--- src/rtl/core/mnls_pkg.sv ---
// Shared types and constants of the Markov note learner and sampler.
// No dependencies; every module of the block imports this package.
package mnls_pkg;

  // default sizes of the block
  localparam int unsigned MNLS_MAX_NOTES  = 16;
  localparam int unsigned MNLS_COUNT_BITS = 32;

  // configuration register indexes
  localparam logic [1:0] CFG_RECORD_MODE = 2'd0;
  localparam logic [1:0] CFG_NOTE_OFFSET = 2'd1;
  localparam logic [1:0] CFG_DIM_IN_USE  = 2'd2;

  // reset value of the dimension register
  localparam logic [4:0] DIM_RESET = 5'd12;

  // input item kinds
  typedef enum logic [1:0] {
    KIND_NOTE    = 2'd0,
    KIND_BANG    = 2'd1,
    KIND_SETPREV = 2'd2,
    KIND_CLEAR   = 2'd3
  } kind_e;

  // commands from the controller to the datapath
  typedef struct packed {
    logic load;      // latch the accepted item
    logic clr_init;  // start a table clear
    logic clr_step;  // zero one table entry
    logic rec_rd;    // read row total and count for a record
    logic rec_wr;    // write back incremented total and count
    logic tot_rd;    // read the row total for a pick
    logic mul;       // form the pick target, read first column
    logic scan;      // accumulate one column
    logic push;      // load the output register
  } cmd_t;

  // status from the datapath to the controller
  typedef struct packed {
    logic rec_mode;   // record mode register
    logic seen;       // a note has been seen
    logic clr_last;   // last entry of the clear sweep
    logic scan_done;  // pick found in this column, or last column reached
    logic slot_free;  // output register can take an item
  } sts_t;

endpackage

--- src/rtl/core/mnls_ctrl.sv ---
// Controller of the Markov note learner and sampler: sequences clear,
// record and pick work. Depends on mnls_pkg.
module mnls_ctrl (
  input  logic                 clk_i,
  input  logic                 rst_ni,
  input  logic                 valid_i,
  input  mnls_pkg::kind_e      kind_i,
  input  mnls_pkg::sts_t       sts_i,
  output logic                 ready_o,
  output mnls_pkg::cmd_t       cmd_o
);
  import mnls_pkg::*;

  typedef enum logic [2:0] {
    ST_IDLE,
    ST_CLEAR,
    ST_REC_RD,
    ST_REC_WR,
    ST_TOT_RD,
    ST_MUL,
    ST_SCAN,
    ST_PUSH
  } state_e;

  state_e state_q, state_d;
  logic   ready_q;

  // next state and commands
  always_comb begin
    state_d = state_q;
    cmd_o   = '0;
    case (state_q)
      ST_IDLE: begin
        if (valid_i) begin
          case (kind_i)
            KIND_CLEAR: begin
              cmd_o.clr_init = 1'b1;
              state_d        = ST_CLEAR;
            end
            KIND_SETPREV: begin
              cmd_o.load = 1'b1;
            end
            KIND_NOTE: begin
              cmd_o.load = 1'b1;
              if (!sts_i.rec_mode) begin
                state_d = ST_TOT_RD;
              end else if (sts_i.seen) begin
                state_d = ST_REC_RD;
              end
            end
            KIND_BANG: begin
              if (!sts_i.rec_mode) begin
                cmd_o.load = 1'b1;
                state_d    = ST_TOT_RD;
              end
            end
            default: ;
          endcase
        end
      end
      ST_CLEAR: begin
        cmd_o.clr_step = 1'b1;
        if (sts_i.clr_last) begin
          state_d = ST_IDLE;
        end
      end
      ST_REC_RD: begin
        cmd_o.rec_rd = 1'b1;
        state_d      = ST_REC_WR;
      end
      ST_REC_WR: begin
        cmd_o.rec_wr = 1'b1;
        state_d      = ST_IDLE;
      end
      ST_TOT_RD: begin
        cmd_o.tot_rd = 1'b1;
        state_d      = ST_MUL;
      end
      ST_MUL: begin
        cmd_o.mul = 1'b1;
        state_d   = ST_SCAN;
      end
      ST_SCAN: begin
        cmd_o.scan = 1'b1;
        if (sts_i.scan_done) begin
          state_d = ST_PUSH;
        end
      end
      ST_PUSH: begin
        if (sts_i.slot_free) begin
          cmd_o.push = 1'b1;
          state_d    = ST_IDLE;
        end
      end
      default: state_d = ST_IDLE;
    endcase
  end

  // state and ready; reset runs a table clear
  always_ff @(posedge clk_i or negedge rst_ni) begin
    if (!rst_ni) begin
      state_q <= ST_CLEAR;
      ready_q <= 1'b0;
    end else begin
      state_q <= state_d;
      ready_q <= (state_d == ST_IDLE);
    end
  end

  assign ready_o = ready_q;

endmodule

--- config.mk ---
export PLATFORM = sky130hd
export DESIGN_NAME = mnls_ctrl
export DESIGN_NICKNAME = d
export VERILOG_FILES = /design/src/rtl/core/mnls_pkg.sv /design/src/rtl/core/mnls_ctrl.sv
export SDC_FILE = /design/constraint.sdc
export NUM_CORES = 1
export LEC_CHECK = 0
export BUFFER_PORTS_ARGS = -buffer_cell sky130_fd_sc_hd__clkbuf_2
export CORE_AREA = 5 5 42 44
export DETAILED_ROUTE_END_ITERATION = 10
export DIE_AREA = 0 0 47 49
export PLACE_DENSITY = 0.52
export RECOVER_POWER = 100
export SYNTH_ARGS = -nofsm -noshare
export SYNTH_HDL_FRONTEND = slang
export SYNTH_SLANG_ARGS = --single-unit
--- constraint.sdc ---
create_clock -name clk_i -period 2.85 [get_ports clk_i]
set_clock_uncertainty 0.1 [all_clocks]
set_input_delay 0.1425 -clock clk_i [delete_from_list [all_inputs] [get_ports clk_i]]
set_output_delay 0.1425 -clock clk_i [all_outputs]
set_load 0.01 [all_outputs]
---- Word-level counts from Yosys, hierarchy flattened ----
Index checks and enable logic that the tools add are counted.
storage, ports and cells
  word-level logic and storage cells ...... 38
  output and inout bits ................... 10
  bits of input ports ..................... 10
  bits in registers ....................... 4
cells by class
  equal/unequal tests ..................... 10
  reduce and logical (&&, ||, !) cells .... 4
  mux-type cells .......................... 22
operator list
  kind                                                  count
  one-hot mux 3 bit (8 select lines)                    1
  two-way mux 3 bit                                     7
  equality test 3 bit (second input constant)           4
  two-way mux 1 bit                                     10
  one-hot mux 3 bit (3 select lines)                    1
  equality test 3 x 2 -> 1 bit (second input constant)  2
  zero test 3 bit                                       2
  equality test 2 bit (second input constant)           2
  two-way mux 2 bit                                     2
  equality test 3 x 1 -> 1 bit (second input constant)  1
  equality test 2 x 1 -> 1 bit (second input constant)  1
  zero test 2 bit                                       1
  one-hot mux 1 bit (2 select lines)                    1
  OR reduction 2 bit                                    1

---- Depth between registers and ports, before layout ----
  word-level depth ........................ 6
  depth in mapped cells ................... 4

---- Worst setup path after synthesis ----
OpenSTA, ideal clock, no wires.
  path type ............................... register to register
  start ................................... reg state_q[2]
  end ..................................... reg state_q[0]
  path buffers ............................ 0
  stages on the path, launching flop included .. 4
  path slack .............................. 1.560 ns
  clock period less this slack ............ 1.290 ns
  data arrival time ....................... 1.131 ns
  cell sequence ........................... dfrtp_1 -> nor4b_2 -> and3_1 -> a21o_1
on the way
  cells in the longest elaborated chain, start to end .. 2
  elaborated cells on any way between the ends .. 9
  classes of those cells .................. eq/ne (7); mux (1); reduce/logical (1)
ends and longest elaborated chain
  what                                               line              RTL
  start, declared                                    mnls_ctrl.sv:25   state_e state_q, state_d;
  start signal, assigned                             mnls_ctrl.sv:105  state_q <= state_d;
  equality test 3 bit, or another cell as far along  mnls_ctrl.sv:32   case (state_q)
  one-hot mux 3 bit (8 select lines) *               mnls_ctrl.sv:32
  via state_d[0]                                     mnls_ctrl.sv:25
The timed path passes the listed nets; every way through them passes the cells marked *.

==> run metrics <==
Post-Syn Area=355.3 um^2; area of the multi-input gates=222.7 um^2; Hold Violations, Final=0; TritonCTS Buffers=3; top_reg_cell synth=dfrtp_1; RSZ-0062 raised after global routing=false; final max-slew violation count=0; Final Cell Area=467.9 um^2; status=finished clean; root buffer cell=clkbuf_4; worst-margin pin slew=a little over 0.6 ns; register bit total from synthesis=4; CTS max path bufs=2; most area-consuming cells after synthesis=dfrtp_1 21%, dfstp_2 7.4%, nor2b_1 7.0%, nor3b_1 6.3%, nand2b_1 5.3%; Remaining DRCs=0; Slew headroom=59.08%; vias in the first global route=~340; Seq/Total Area, Yosys=about 29%; routed vias/inst=4.821; layout cell share with drive strength beyond 1=25.81%; Die Wd=47 um; initial antenna violation count=0; die area=2303 um^2; Storage cell area=101.3 um^2; antenna viol nets, final=0; Synth Net Count=50; pin count of the biggest net entering global routing=15; number of synthesis warnings=0; pre-CTS WS=1.323 ns; final wirelength=901 um; Post-CTS Resized=0; Hold Path Class=in -> async; Port Buffer Count=19; Critical Path Source Type=register; Filler cells=roughly 160; data arrival time of the worst path=1.75 ns; n_diodes=0; Overflow after GRT=0; Placed Area=454.2 um^2; ys async rst share=100.0%; area leader, netlist=dfrtp_1; Synth Instances=40; leak pwr=0.2003 nW; FP Rows=14; post-synth top area share=between 20% and 30%; Final #Nets=73; drt wl/cell=11.55 um; Fin Setup TNS=0 ns; routed via count=376; count leader, synth=nor2_1; MaxCap Viol Count=0; GP Congestion=approximately 0.7; crit path max fanout=13; clk_lat worst skew=0.24 ns; Cell Pwr Density=923.8 nW/um^2; Critical Path RT=2.61 ns; Synth cell types=25; Final setup viols=0; post-route insts no fill=78; commonest cells in the netlist=5 x nor2_1, 4 x nor2b_1, 3 x dfrtp_1, 3 x nand2b_1, 3 x nor3b_1; number of synthesized flops with an enable pin=0; minimum clock period=1.988 ns; DRT Pass-1 Iters=4; die height=49 um; crit share post-route=between 60% and 70%; core outline area=1401 um^2; first-pass GRT wire length=1476 um; Iteration-0 DRC Markers=5; post-CTS setup buffer count=0; final worst slack=~0.86 ns; Worst setup EP type=output port; maximum clock frequency=~0.50 GHz; detailed-placement wirelength estimate=around 700 um; Setup Crit Path Kind=reg -> out; VDD IR max=0.2845 mV; Synth-to-Final Area Change=31.69%; CTS Sinks=4; Tot GR Track Use=9.110%; CTS tree=built; Syn Area/Cell=8.884 um^2; placed cell count=73; starting density of the core=25.36%; worst hold slack=roughly 0.16 ns; # IOs=20; CTS H-tree depth=1; clock slew at reported path FFs=~0.04 ns
-- critical path: stages, from the launching register on --
cell,delay (ns)
dfrtp_1,0.51
nor4b_1,0.58
and3_1,0.26
clkbuf_1,0.16
-- metal layers --
layer	GRT usage (%)	part of all wire, %
met5	0	0
met1	9.313	36
met3	3.321	5.3
met2	13.57	58
met4	8.295	0
-- cells by family (layout without fill, tap and decap cells) --
family                 count (synthesis)  after routing  synth area share, %
AO/OA/AOI/OAI                          8              8                20.07
flip-flops                             4              4                28.52
buffers and inverters                  3             25                5.631
AND/OR/NAND/NOR                       25             25                45.77
-- per-stage QoR --
stage	total power, mW	util, %
after global placement	0.3816	32.41
after global routing	0.4751	33.39
after CTS	0.4640	35.00
final	0.4323	33.39
after detailed placement	0.3819	32.41
after floorplan	0.3195	-
-- final timing paths --
kind                                 start         end  slack [ns]  cells past startpoint
worst max-delay path            state_q[1]    cmd_o[7]        0.86                      3
worst min-delay path                rst_ni  state_q[1]        0.16                      2
min in group clk_i                sts_i[0]  state_q[1]        0.18                      4
worst max register to register  state_q[1]     ready_o        1.22                      3
max in group asynchronous           rst_ni  state_q[0]        2.24                      2
worst min register to register  state_q[2]  state_q[2]        0.56                      1
-- cell type report --
type,instances,share of cell area (%)
timing repair buffer,20,20.05
clock buffer,4,5.615
inverter,1,0.8021
tap,16,4.278
sequential,4,21.66
multi-input combinational,33,47.59
-- where the power goes --
part           total (mW)  switching (mW)  internal, mW
sequential          0.148          0.0602        0.0883
clock              0.0767          0.0241        0.0526
combinational       0.207           0.104         0.103
-- flip-flops by register name (all words and copies together) (netlist names) --
name,count
state_q,3
ready_o,1
-- timing repair --
item | 4_1_cts | 5_1_grt
endpoints found under the setup margin | 0 | 0
endpoints found under the hold margin | 4 | 0
hold buffers | 1 | 0
-- placed cells by master (no fill, tap or decap), drive strengths merged, types with 2 or more instances in the layout --
cell,n
clkbuf,23
dfrtp,3
nand2b,3
nand3,2
a211oi,2
nor3b,3
nor2,5
and3,2
nor2b,4
(Power assumes the default switching activity.)
